`config.mk`:
```
export PLATFORM = sky130hd
export DESIGN_NAME = clock_page_replacement_unit
export DESIGN_NICKNAME = d
export VERILOG_FILES = /design/src/rtl/core/clkpr_pkg.sv /design/src/rtl/core/clkpr_dp.sv /design/src/rtl/core/clkpr_ctrl.sv /design/src/rtl/core/clock_page_replacement_unit.sv
export SDC_FILE = /design/constraint.sdc
export NUM_CORES = 2
export LEC_CHECK = 0
export ABC_AREA = 0
export ABC_CLOCK_PERIOD_IN_PS = 19400
export BUFFER_PORTS_ARGS = -buffer_cell sky130_fd_sc_hd__buf_2
export CORE_AREA = 2 2 464 466
export DETAILED_ROUTE_END_ITERATION = 12
export DIE_AREA = 0 0 466 468
export GPL_ROUTABILITY_DRIVEN = 0
export PLACE_DENSITY = 0.69
export SKIP_CTS_REPAIR_TIMING = 1
export SYNTH_ARGS = -nofsm -noshare
export SYNTH_HDL_FRONTEND = slang
export SYNTH_SLANG_ARGS = --single-unit
```
`constraint.sdc`:
```
create_clock -name aclk -period 19.4 [get_ports aclk]
set_input_delay 4.85 -clock aclk [delete_from_list [all_inputs] [get_ports aclk]]
set_output_delay 4.85 -clock aclk [all_outputs]
set_load 0.1 [all_outputs]
```
`src/rtl/core/clkpr_pkg.sv`:
```
// shared types and constants for the clock page replacement unit
`default_nettype none

package clkpr_pkg;

    localparam int FRAME_W = 8;
    localparam int CFG_W   = 9;

    localparam logic [CFG_W-1:0] CFG_RESET = 9'd256;

    localparam logic REQ_REF   = 1'b0;
    localparam logic REQ_EVICT = 1'b1;

    // one resident-set slot as held in the entry ram
    typedef struct packed {
        logic               use_bit;
        logic [FRAME_W-1:0] frame;
    } clkpr_entry_t;

    // controller to datapath
    typedef struct packed {
        logic load_in;
        logic search_step;
        logic set_use;
        logic evict_rd;
        logic rotate;
        logic evict_final;
        logic append;
        logic load_out;
    } clkpr_cmd_t;

    // datapath to controller
    typedef struct packed {
        logic empty;
        logic ref_req;
        logic match;
        logic search_miss;
        logic full;
        logic last_pick;
    } clkpr_status_t;

endpackage

`default_nettype wire

```
`src/rtl/core/clkpr_dp.sv`:
```
// datapath: entry ram, clock hand, resident count, capacity register and result registers
`default_nettype none

module clkpr_dp #(
    parameter int MAX_FRAMES = 256
) (
    input  wire                             aclk,
    input  wire                             aresetn,
    input  wire                             cfg_valid,
    input  wire [clkpr_pkg::CFG_W-1:0]      cfg_data,
    input  wire                             s_req_type,
    input  wire [clkpr_pkg::FRAME_W-1:0]    s_frame_number,
    input  clkpr_pkg::clkpr_cmd_t           cmd,
    output clkpr_pkg::clkpr_status_t        status,
    output logic                            m_hit,
    output logic                            m_evicted,
    output logic [clkpr_pkg::FRAME_W-1:0]   m_victim_frame,
    output logic                            m_empty_error
);
    import clkpr_pkg::*;

    localparam int IDX_W = $clog2(MAX_FRAMES);
    localparam int CNT_W = $clog2(MAX_FRAMES + 1);
    localparam int SUM_W = CNT_W + 1;
    localparam int CMP_W = (CNT_W > CFG_W) ? CNT_W : CFG_W;

    clkpr_entry_t           mem [MAX_FRAMES];

    logic [CFG_W-1:0]       frames_in_use_reg;
    logic [IDX_W-1:0]       hand_reg, hand_next;
    logic [CNT_W-1:0]       count_reg, count_next;
    logic [CNT_W-1:0]       k_reg, k_next;
    logic                   req_reg;
    logic [FRAME_W-1:0]     frame_reg;
    clkpr_entry_t           rd_q_reg;
    logic                   rd_vld_reg, rd_vld_next;
    logic [IDX_W-1:0]       rd_slot_reg;
    logic                   res_hit_reg, res_evicted_reg, res_err_reg;
    logic [FRAME_W-1:0]     res_victim_reg;

    logic [IDX_W-1:0]       rd_addr;
    logic [IDX_W-1:0]       wr_addr;
    clkpr_entry_t           wr_data;
    logic                   wr_en;
    logic [IDX_W-1:0]       hand_inc;
    logic [IDX_W-1:0]       tail_slot;
    logic [CMP_W-1:0]       cap_eff;

    // slot of the entry at an offset from the hand, offset at most MAX_FRAMES
    function automatic logic [IDX_W-1:0] slot_of(input logic [IDX_W-1:0] base,
                                                  input logic [CNT_W-1:0] off);
        logic [SUM_W-1:0] sum;
        sum = SUM_W'(base) + SUM_W'(off);
        if (sum >= SUM_W'(MAX_FRAMES)) begin
            sum = sum - SUM_W'(MAX_FRAMES);
        end
        return sum[IDX_W-1:0];
    endfunction

    assign hand_inc  = (hand_reg == IDX_W'(MAX_FRAMES - 1)) ? '0 : hand_reg + 1'b1;
    assign tail_slot = slot_of(hand_reg, count_reg);

    // zero capacity acts as one, large values saturate
    always_comb begin
        if (frames_in_use_reg == '0) begin
            cap_eff = CMP_W'(1);
        end else if (CMP_W'(frames_in_use_reg) > CMP_W'(MAX_FRAMES)) begin
            cap_eff = CMP_W'(MAX_FRAMES);
        end else begin
            cap_eff = CMP_W'(frames_in_use_reg);
        end
    end

    always_comb begin
        rd_vld_next = cmd.search_step && (k_reg < count_reg);
        k_next      = k_reg;
        rd_addr     = hand_reg;
        if (cmd.load_in) begin
            k_next = '0;
        end else if (rd_vld_next) begin
            k_next  = k_reg + 1'b1;
            rd_addr = slot_of(hand_reg, k_reg);
        end
    end

    always_comb begin
        wr_en   = 1'b0;
        wr_addr = tail_slot;
        wr_data = '{use_bit: 1'b0, frame: frame_reg};
        if (cmd.set_use) begin
            wr_en   = 1'b1;
            wr_addr = rd_slot_reg;
            wr_data = '{use_bit: 1'b1, frame: frame_reg};
        end else if (cmd.rotate) begin
            // second chance: bit cleared, entry goes to the newest position
            wr_en   = 1'b1;
            wr_data = '{use_bit: 1'b0, frame: rd_q_reg.frame};
        end else if (cmd.append) begin
            wr_en   = 1'b1;
        end
    end

    always_comb begin
        hand_next  = hand_reg;
        count_next = count_reg;
        if (cmd.rotate) begin
            hand_next = hand_inc;
        end else if (cmd.evict_final) begin
            count_next = count_reg - 1'b1;
            hand_next  = (count_reg == CNT_W'(1)) ? '0 : hand_inc;
        end else if (cmd.append) begin
            count_next = count_reg + 1'b1;
        end
    end

    always_ff @(posedge aclk) begin
        if (wr_en) begin
            mem[wr_addr] <= wr_data;
        end
        // read port loads for a search step or an eviction read
        if (rd_vld_next || cmd.evict_rd) begin
            rd_q_reg    <= mem[rd_addr];
            rd_slot_reg <= rd_addr;
        end
    end

    always_ff @(posedge aclk) begin
        if (!aresetn) begin
            frames_in_use_reg <= CFG_RESET;
            hand_reg          <= '0;
            count_reg         <= '0;
            k_reg             <= '0;
            rd_vld_reg        <= 1'b0;
            res_hit_reg       <= 1'b0;
            res_evicted_reg   <= 1'b0;
            res_err_reg       <= 1'b0;
        end else begin
            if (cfg_valid) begin
                frames_in_use_reg <= cfg_data;
            end
            hand_reg   <= hand_next;
            count_reg  <= count_next;
            k_reg      <= k_next;
            rd_vld_reg <= rd_vld_next;
            if (cmd.load_in) begin
                res_hit_reg     <= 1'b0;
                res_evicted_reg <= 1'b0;
                res_err_reg     <= (s_req_type == REQ_EVICT) && (count_reg == '0);
            end else begin
                if (cmd.set_use) begin
                    res_hit_reg <= 1'b1;
                end
                if (cmd.evict_final) begin
                    res_evicted_reg <= 1'b1;
                end
            end
        end
    end

    always_ff @(posedge aclk) begin
        if (cmd.load_in) begin
            req_reg        <= s_req_type;
            frame_reg      <= s_frame_number;
            res_victim_reg <= '0;
        end else if (cmd.evict_final) begin
            res_victim_reg <= rd_q_reg.frame;
        end
        if (cmd.load_out) begin
            m_hit          <= res_hit_reg;
            m_evicted      <= res_evicted_reg;
            m_victim_frame <= res_victim_reg;
            m_empty_error  <= res_err_reg;
        end
    end

    assign status.empty       = (count_reg == '0);
    assign status.ref_req     = (req_reg == REQ_REF);
    assign status.match       = rd_vld_reg && (rd_q_reg.frame == frame_reg);
    assign status.search_miss = !rd_vld_reg && (k_reg == count_reg);
    assign status.full        = (CMP_W'(count_reg) >= cap_eff) && (count_reg != '0);
    assign status.last_pick   = !rd_q_reg.use_bit || (count_reg == CNT_W'(1));

    a_count_bound: assert property (@(posedge aclk) disable iff (!aresetn)
        count_reg <= CNT_W'(MAX_FRAMES))
        else $error("resident count above frame slots");

    a_hand_bound: assert property (@(posedge aclk) disable iff (!aresetn)
        hand_reg <= IDX_W'(MAX_FRAMES - 1))
        else $error("clock hand out of range");

    a_empty_hand: assert property (@(posedge aclk) disable iff (!aresetn)
        count_reg == '0 |-> hand_reg == '0)
        else $error("empty set with hand off zero");

    a_evict_dec: assert property (@(posedge aclk) disable iff (!aresetn)
        cmd.evict_final |=> count_reg == $past(count_reg) - 1'b1)
        else $error("eviction did not shrink the set by one");

    a_res_excl: assert property (@(posedge aclk) disable iff (!aresetn)
        res_hit_reg |-> !res_evicted_reg && !res_err_reg)
        else $error("hit reported together with eviction or error");

endmodule

`default_nettype wire

```
`src/rtl/core/clkpr_ctrl.sv`:
```
// controller: sequences search, eviction scan, append and result handoff
`default_nettype none

module clkpr_ctrl (
    input  wire                         aclk,
    input  wire                         aresetn,
    input  wire                         s_valid,
    input  wire                         s_req_type,
    output logic                        s_ready,
    output logic                        m_valid,
    input  wire                         m_ready,
    input  clkpr_pkg::clkpr_status_t    status,
    output clkpr_pkg::clkpr_cmd_t       cmd
);
    import clkpr_pkg::*;

    typedef enum logic [2:0] {
        ST_IDLE,
        ST_SEARCH,
        ST_EVICT_RD,
        ST_EVICT_CHK,
        ST_APPEND,
        ST_REPLY
    } state_t;

    state_t state_reg, state_next;
    logic   m_valid_reg, m_valid_next;

    assign s_ready = (state_reg == ST_IDLE);
    assign m_valid = m_valid_reg;

    always_comb begin
        state_next = state_reg;
        cmd        = '0;
        unique case (state_reg)
            ST_IDLE: begin
                if (s_valid) begin
                    cmd.load_in = 1'b1;
                    if (s_req_type == REQ_EVICT) begin
                        state_next = status.empty ? ST_REPLY : ST_EVICT_RD;
                    end else begin
                        state_next = status.empty ? ST_APPEND : ST_SEARCH;
                    end
                end
            end
            ST_SEARCH: begin
                priority if (status.match) begin
                    cmd.set_use = 1'b1;
                    state_next  = ST_REPLY;
                end else if (status.search_miss) begin
                    state_next = status.full ? ST_EVICT_RD : ST_APPEND;
                end else begin
                    cmd.search_step = 1'b1;
                end
            end
            ST_EVICT_RD: begin
                cmd.evict_rd = 1'b1;
                state_next   = ST_EVICT_CHK;
            end
            ST_EVICT_CHK: begin
                if (status.last_pick) begin
                    cmd.evict_final = 1'b1;
                    state_next      = status.ref_req ? ST_APPEND : ST_REPLY;
                end else begin
                    cmd.rotate = 1'b1;
                    state_next = ST_EVICT_RD;
                end
            end
            ST_APPEND: begin
                cmd.append = 1'b1;
                state_next = ST_REPLY;
            end
            ST_REPLY: begin
                // result register frees up once the waiting item is taken
                if (!m_valid_reg || m_ready) begin
                    cmd.load_out = 1'b1;
                    state_next   = ST_IDLE;
                end
            end
            default: begin
                state_next = ST_IDLE;
            end
        endcase
    end

    always_comb begin
        m_valid_next = m_valid_reg;
        if (cmd.load_out) begin
            m_valid_next = 1'b1;
        end else if (m_ready) begin
            m_valid_next = 1'b0;
        end
    end

    always_ff @(posedge aclk) begin
        if (!aresetn) begin
            state_reg   <= ST_IDLE;
            m_valid_reg <= 1'b0;
        end else begin
            state_reg   <= state_next;
            m_valid_reg <= m_valid_next;
        end
    end

    a_load_out_free: assert property (@(posedge aclk) disable iff (!aresetn)
        cmd.load_out |-> !m_valid_reg || m_ready)
        else $error("result overwritten before it was taken");

    a_accept_idle: assert property (@(posedge aclk) disable iff (!aresetn)
        s_valid && s_ready |=> state_reg != ST_IDLE)
        else $error("accepted item not processed");

    a_evict_after_read: assert property (@(posedge aclk) disable iff (!aresetn)
        state_reg == ST_EVICT_CHK |-> $past(state_reg) == ST_EVICT_RD)
        else $error("eviction check without a fresh read");

endmodule

`default_nettype wire

```
`src/rtl/core/clock_page_replacement_unit.sv`:
```
// top level of the second-chance clock page replacement unit
`default_nettype none

// Second-chance (clock) replacement over up to MAX_FRAMES resident frames,
// one item at a time. A page reference searches the resident set oldest
// first, one slot per cycle through the registered read port of the entry
// ram. Any eviction scan reads and then checks every entry it visits, the
// victim included. The next item is accepted as soon as the result sits
// in the output register, even if it has not been taken yet; a finished
// item waits while the previous result is still held there.
// frames_in_use is written through cfg_valid/cfg_data, which always accepts;
// write it only while the unit is idle. No clearing pass follows reset.
module clock_page_replacement_unit #(
    parameter int MAX_FRAMES = 256
) (
    input  wire                             aclk,
    input  wire                             aresetn,
    input  wire                             cfg_valid,
    output logic                            cfg_ready,
    input  wire [clkpr_pkg::CFG_W-1:0]      cfg_data,
    input  wire                             s_valid,
    output logic                            s_ready,
    input  wire                             s_req_type,
    input  wire [clkpr_pkg::FRAME_W-1:0]    s_frame_number,
    output logic                            m_valid,
    input  wire                             m_ready,
    output logic                            m_hit,
    output logic                            m_evicted,
    output logic [clkpr_pkg::FRAME_W-1:0]   m_victim_frame,
    output logic                            m_empty_error
);
    import clkpr_pkg::*;

    clkpr_cmd_t    cmd;
    clkpr_status_t status;

    assign cfg_ready = 1'b1;

    clkpr_ctrl u_ctrl (
        .aclk       (aclk),
        .aresetn    (aresetn),
        .s_valid    (s_valid),
        .s_req_type (s_req_type),
        .s_ready    (s_ready),
        .m_valid    (m_valid),
        .m_ready    (m_ready),
        .status     (status),
        .cmd        (cmd)
    );

    clkpr_dp #(
        .MAX_FRAMES (MAX_FRAMES)
    ) u_dp (
        .aclk           (aclk),
        .aresetn        (aresetn),
        .cfg_valid      (cfg_valid),
        .cfg_data       (cfg_data),
        .s_req_type     (s_req_type),
        .s_frame_number (s_frame_number),
        .cmd            (cmd),
        .status         (status),
        .m_hit          (m_hit),
        .m_evicted      (m_evicted),
        .m_victim_frame (m_victim_frame),
        .m_empty_error  (m_empty_error)
    );

endmodule

`default_nettype wire

```
After elaboration in Yosys (flattened, before gate mapping). Memories as Yosys holds them, arrays and structs flattened. A register that Yosys moved wholly into a read port is not among the register bits. Cells that the tools add are included.

Flip-flop bits (word level): 79. Memory bits (writable): 2304. Bits of input ports: 23. Word-level logic and storage cells: 113. Memories kept: 1.

Memory list: u_dp.mem (depth 256, bits a word 9, rd ports 1, clocked after Yosys merged registers in 1, write ports 1, line clkpr_dp.sv:27) `clkpr_entry_t mem [MAX_FRAMES];`.

Add/subtract/negate cells: 8. Order comparisons: 5. Equal/unequal tests: 12. Mux-type cells: 46. Bitwise operators: 2. Reduce and logical (&&, ||, !) cells: 21.

Operators with widths (count): two-way mux 8 bit (10); two-way mux 9 bit (5); two-way mux 3 bit (9); adder 8 x 9 -> 10 bit (2); greater-or-equal comparator 10 x 9 -> 1 bit (second input constant) (2); two-way mux 1 bit (19); adder 9 x 1 -> 9 bit (second input constant) (2); logical NOT 9 bit (2); one-hot mux 3 bit (6 select lines) (1); subtractor 8 x 1 -> 8 bit (second input constant) (2); equality test 9 x 1 -> 1 bit (second input constant) (1); equality test 9 bit (1); greater-or-equal comparator 9 bit (1); > comparator 9 bit (second input constant) (1); less-than comparator 9 bit (1); nonzero test 9 bit (1); subtractor 9 x 1 -> 9 bit (second input constant) (1); adder 8 x 1 -> 8 bit (second input constant) (1); equality test 8 bit (1); equality test 8 bit (second input constant) (1); equality test 3 x 2 -> 1 bit (second input constant) (2); equality test 3 bit (second input constant) (2); nonzero test 2 bit (3); logical AND 1 bit (5); 12 further kinds (18).

Logic depth before layout (Yosys ltp).
Depth in word-level cells: 9. Mapped depth: 20.

By module. From an unflattened synthesis, not the netlist that was laid out.

Cell total of the unflattened synthesis: 7007. Area total of the unflattened synthesis: 95544.1 µm².

By module, submodules not included: clkpr_dp (instances 1, cells each 6956, area an instance 95150.0 µm², seq. area each 71238.3 µm²); clkpr_ctrl (instances 1, cells each 49, area an instance 382.9 µm², seq. area each 80.1 µm²); clock_page_replacement_unit (instances 1, cells each 2, area an instance 11.3 µm², seq. area each 0.0 µm²).

Least setup slack after synthesis. Ideal clock, no wire load.

Path kind: register to register. Start: register u_dp.rd_q_reg[4] (netlist name). End: memory u_dp.mem[115][0] (netlist name), enable pin. Library setup time: 374 ps. Arrival: 17080 ps. Required time: 19026 ps. Setup slack: 1946 ps. Cell stages (with the launch flop): 9. Clock period less this slack: 17454 ps. Cell sequence: edfxtp_1 -> xnor2_1 -> nand3_1 -> nor4_1 -> mux2i_1 -> nor2_1 -> nand2_1 -> clkbuf_1 -> nor2_1.

RTL lines (line): end: declaration (clkpr_dp.sv:27).

Worst setup path after layout.
Start: register u_dp.count_reg[6]. End: register u_dp.rd_q_reg[1] (netlist name).

Word-level cells in the longest chain between the ends: 8. Elaborated cells between the ends (all ways): 10. Classes of those cells: order compare (1); eq/ne (1); mux (5); reduce/logical (3).

RTL lines: start: declaration (line clkpr_dp.sv:31) `logic [CNT_W-1:0] count_reg, count_next;`; start signal: assignment (line clkpr_dp.sv:142) `count_reg <= count_next;`; equality test 9 bit (line clkpr_dp.sv:179) `assign status.search_miss = !rd_vld_reg && (k_reg == count_reg);`; logical AND 1 bit (line clkpr_dp.sv:179); two-way mux 1 bit (line clkpr_ctrl.sv:50) `end else if (status.search_miss) begin`; two-way mux 1 bit (line clkpr_ctrl.sv:47) `priority if (status.match) begin`; two-way mux 2 bit (line clkpr_ctrl.sv:35) `unique case (state_reg)`; logical AND 1 bit (*) (line clkpr_dp.sv:75) `rd_vld_next = cmd.search_step && (k_reg < count_reg);`; two-way mux 8 bit (line clkpr_dp.sv:80) `end else if (rd_vld_next) begin`; two-way mux 8 bit (line clkpr_dp.sv:78) `if (cmd.load_in) begin`.

Mark *: on every way between the ends. The rest lies on a longest branch, timed or not. A chain may end at the register's enable or synchronous reset.

==> metrics.md <==
| Metric | Value |
|---|---|
| Top-area cell type share of the netlist area | `0.737` |
| Multi-input gate area | `22,600 um2` |
| Clk Latency, worst-skew pair | `0.91 ns` |
| Vias in the first global route | `approximately 55,000` |
| Normalized max-slew margin | `-0.0466` |
| Vias per inst | `6.33` |
| DRT antenna net count | `0` |
| Die Wd | `around 470 um` |
| FFs w/ async S/R, synth | `0` |
| Final non-filler cell total | `between 9,000 and 10,000` |
| RR Endpoint | `u_dp.rd_q_reg[1]` |
| Clock root cell | `clkbuf_16` |
| Final Skew | `0.0673 ns` |
| Hold_sp | `u_dp.res_victim_reg[5]` |
| Clk slew on worst S/H paths | `roughly 0.07 ns` |
| Final Cycle Share | `0.396` |
| Total CTS buffers | `about 230` |
| Hold Vio Cnt, Final | `0` |
| Type of the tightest min-delay check | `flip-flop to flip-flop` |
| Layout cell share with drive strength beyond 1 | `0.0982` |
| Syn nets | `between 6,000 and 7,000` |
| Worst Reg2Reg Path Length in Cells | `16` |
| Inst Count DP | `8,913` |
| Row count | `170` |
| Syn-to-layout area delta | `11.2%` |
| CP Capture Type | `flip-flop` |
| Most frequent cells after synthesis | `2,341 x edfxtp_1, 1,081 x nand2_1, 492 x mux2i_1` |
| Hold endpoint | `u_dp.m_victim_frame[5]` |
| Clock H-tree levels | `4` |
| Port Buf Inserts | `35` |
| Final worst setup slack | `~12 ns` |
| Total area of sequential cells | `around 70,000 um2` |
| Netlist Area Pre-Place | `~95,000 um2` |
| Overall power | `approximately 11 mW` |
| Failing checks | `capacitance limit, slew limit` |
| Crit Path Category | `flip-flop to flip-flop` |
| CTS Sinks | `approximately 2,400` |
| Initial antenna violation count | `13` |
| TritonCTS clock tree | `done` |
| Starting Density | `0.447` |
| Final-report setup violation count | `0` |
| Synth cell types | `89` |
| Maxcap violations | `1` |
| Global-route wire length before repair | `~420,000 um` |
| Most common cell in the netlist | `edfxtp_1` |
| Routed Wire Length | `between 200,000 and 300,000 um` |
| Dominant synthesized flop cell | `edfxtp_1` |
| CP Data Arrival Time | `around 8.3 ns` |
| Setup TNS | `0 ns` |
| Total global-route track usage | `0.268` |
| Dpl hpwl | `between 150,000 and 200,000 um` |
| Top cells by area, synth | `edfxtp_1 74%, mux2i_1 5.2%, nand2_1 4.3%` |
| DRC | `0` |
| Worst path required time | `between 20 and 25 ns` |
| Final core occ | `0.497` |
| Hold depth | `0` |
| Post-place setup slack | `approximately 12 ns` |
| Worst R2R Start | `u_dp.count_reg[6]` |
| DRT iter0 DRCs | `between 9,000 and 10,000` |
| Final global-route overflow total | `0` |
| Status | `complete, but fails checks` |
| CP cell instances | `inv_1, ha_1, nand3_1, or3_1, nand3_1, nor4_2, buf_4, nor2_4, inv_8, buf_4, buf_4, mux4_2, a2111oi_0, a22oi_1, o2bb2ai_1, or4_1` |
| Ports | `37` |
| Crit Path Max Fanout | `71` |
| Crit path time final | `7.68 ns` |
| CTS Buffer Depth | `3` |
| Max stage delay on crit path | `0.87 ns` |
| Final-layout fill cell count | `~17,000` |
| Highest Clock Rate | `around 130 MHz` |
| Core footprint | `roughly 210,000 um2` |
| Dominant cell type by area after synthesis | `edfxtp_1` |
| Leakage | `between 30 and 40 nW` |
| VDD IR-drop max | `around 0.00012 V` |
| Synthesized area per cell | `about 15 um2` |
| Sequential area share after synthesis | `0.747` |
| Critical Path Start Type | `flip-flop` |
| Drt wl/cell | `31.9 um` |
| DIE AREA | `218,000 um2` |
| Unrepaired setup endpoints after global routing | `false` |
| Fin. max-slew vios | `10` |
| Worst-margin pin slew | `roughly 1.6 ns` |
| Nets@finish | `between 6,000 and 7,000` |
| Cell mode on critical path | `buf_4` |
| Number of flops mapped to enable cells by yosys | `2,341` |
| Pre-antenna DRT Iters | `10` |
| Ys Warns | `0` |
| Largest register FFs | `about 2,300` |
| Power per Cell Area | `105 nW/um2` |
| Slowest CP cell | `a2111oi_0` |
| Vias | `just under 60,000` |
| Pin count of the biggest net entering global routing | `~170` |
| Worst R2R Setup Slack | `~12 ns` |
| Top reg by flops | `u_dp.mem` |
| Die Ht | `468 um` |
| Cells after synthesis | `about 6,300` |
| #FFs+latches synth | `about 2,400` |
## through the flow
step                hold WS [ns]  instance area (um2)
finish                     0.439               106000
global route               0.452               106000
CTS                        0.438               106000
detailed placement         0.423                98800
global placement           0.416                98800
floorplan                  0.408                95400
## cell families (layout without fill, tap and decap cells)
| family | count (synthesis) | in the layout | synth area share |
|---|---|---|---|
| DFF | 2392 | 2392 | 0.747 |
| muxes | 594 | 594 | 0.0732 |
| buffers and inverters | 396 | 609 | 0.0196 |
| AOI/OAI and AO/OA | 877 | 877 | 0.0634 |
| xor gates and xnor gates | 37 | 37 | 0.00340 |
| other | 1 | 9 | 0.0000393 |
| and+or+nand+nor | 1942 | 1942 | 0.0872 |
| adders and majority gates | 42 | 42 | 0.00566 |
## critical path, delay by kind of cell, from the launching register on
family	cells	cell delay (ns)
buf+inv	5	2.35
simple gates	6	2.10
compound gates	3	1.58
flops	1	0.48
mux	1	0.43
fa+ha+maj	1	0.29
## cell usage in the layout (no fill, tap or decap), drive strengths merged, types with 28 or more instances in the layout
cell    count
edfxtp   2341
nand2    1081
mux2i     492
nor2      353
clkbuf    272
nand3     253
a21oi     170
o22ai     163
buf       157
a32oi     156
clkinv    108
nand4     100
o21ai      92
mux4       81
a31oi      81
dfxtp      51
inv        41
ha         40
a22oi      34
and3       33
nor4       30
xnor2      28
## worst max path at each step
stage	from	to	slack (ns)	cells past startpoint
global placement	u_dp.count_reg[1]	u_dp.rd_q_reg[4]	11.97	17
floorplan	u_dp.rd_q_reg[4]	u_dp.mem[115][0]	1.95	8
detailed placement	u_dp.count_reg[4]	u_dp.rd_q_reg[4]	12.01	17
global route	u_dp.count_reg[6]	u_dp.rd_q_reg[4]	11.52	17
finish	u_dp.count_reg[6]	u_dp.rd_q_reg[1]	11.72	16
CTS	u_dp.count_reg[4]	u_dp.rd_q_reg[4]	12.00	17
## metal layers
metal | part of all wire | routed length (um) | vias up | GRT usage
met1 | 0.35 | 105000 | 29400 | 0.349
met2 | 0.44 | 130000 | 4519 | 0.397
met3 | 0.14 | 41600 | 856 | 0.0813
met5 | 0.00066 | 196 | - | 0.00242
li1 | - | - | 24300 | -
met4 | 0.070 | 20900 | 18 | 0.159
## final cells by class
cell class,instances,share of cell area
antenna,8,0.000189
clock buffer,272,0.0560
clock inverter,145,0.0127
inverter,34,0.00139
multi-input combinational,3493,0.213
sequential,2392,0.672
tap,2838,0.0335
timing repair buffer,158,0.0116
## power by group
group	total, mW	switching (mW)	internal [mW]
Combinational	0.751	0.619	0.132
Clock	4.40	1.94	2.46
Sequential	5.98	0.0259	5.95
(Power assumes the default switching activity.)
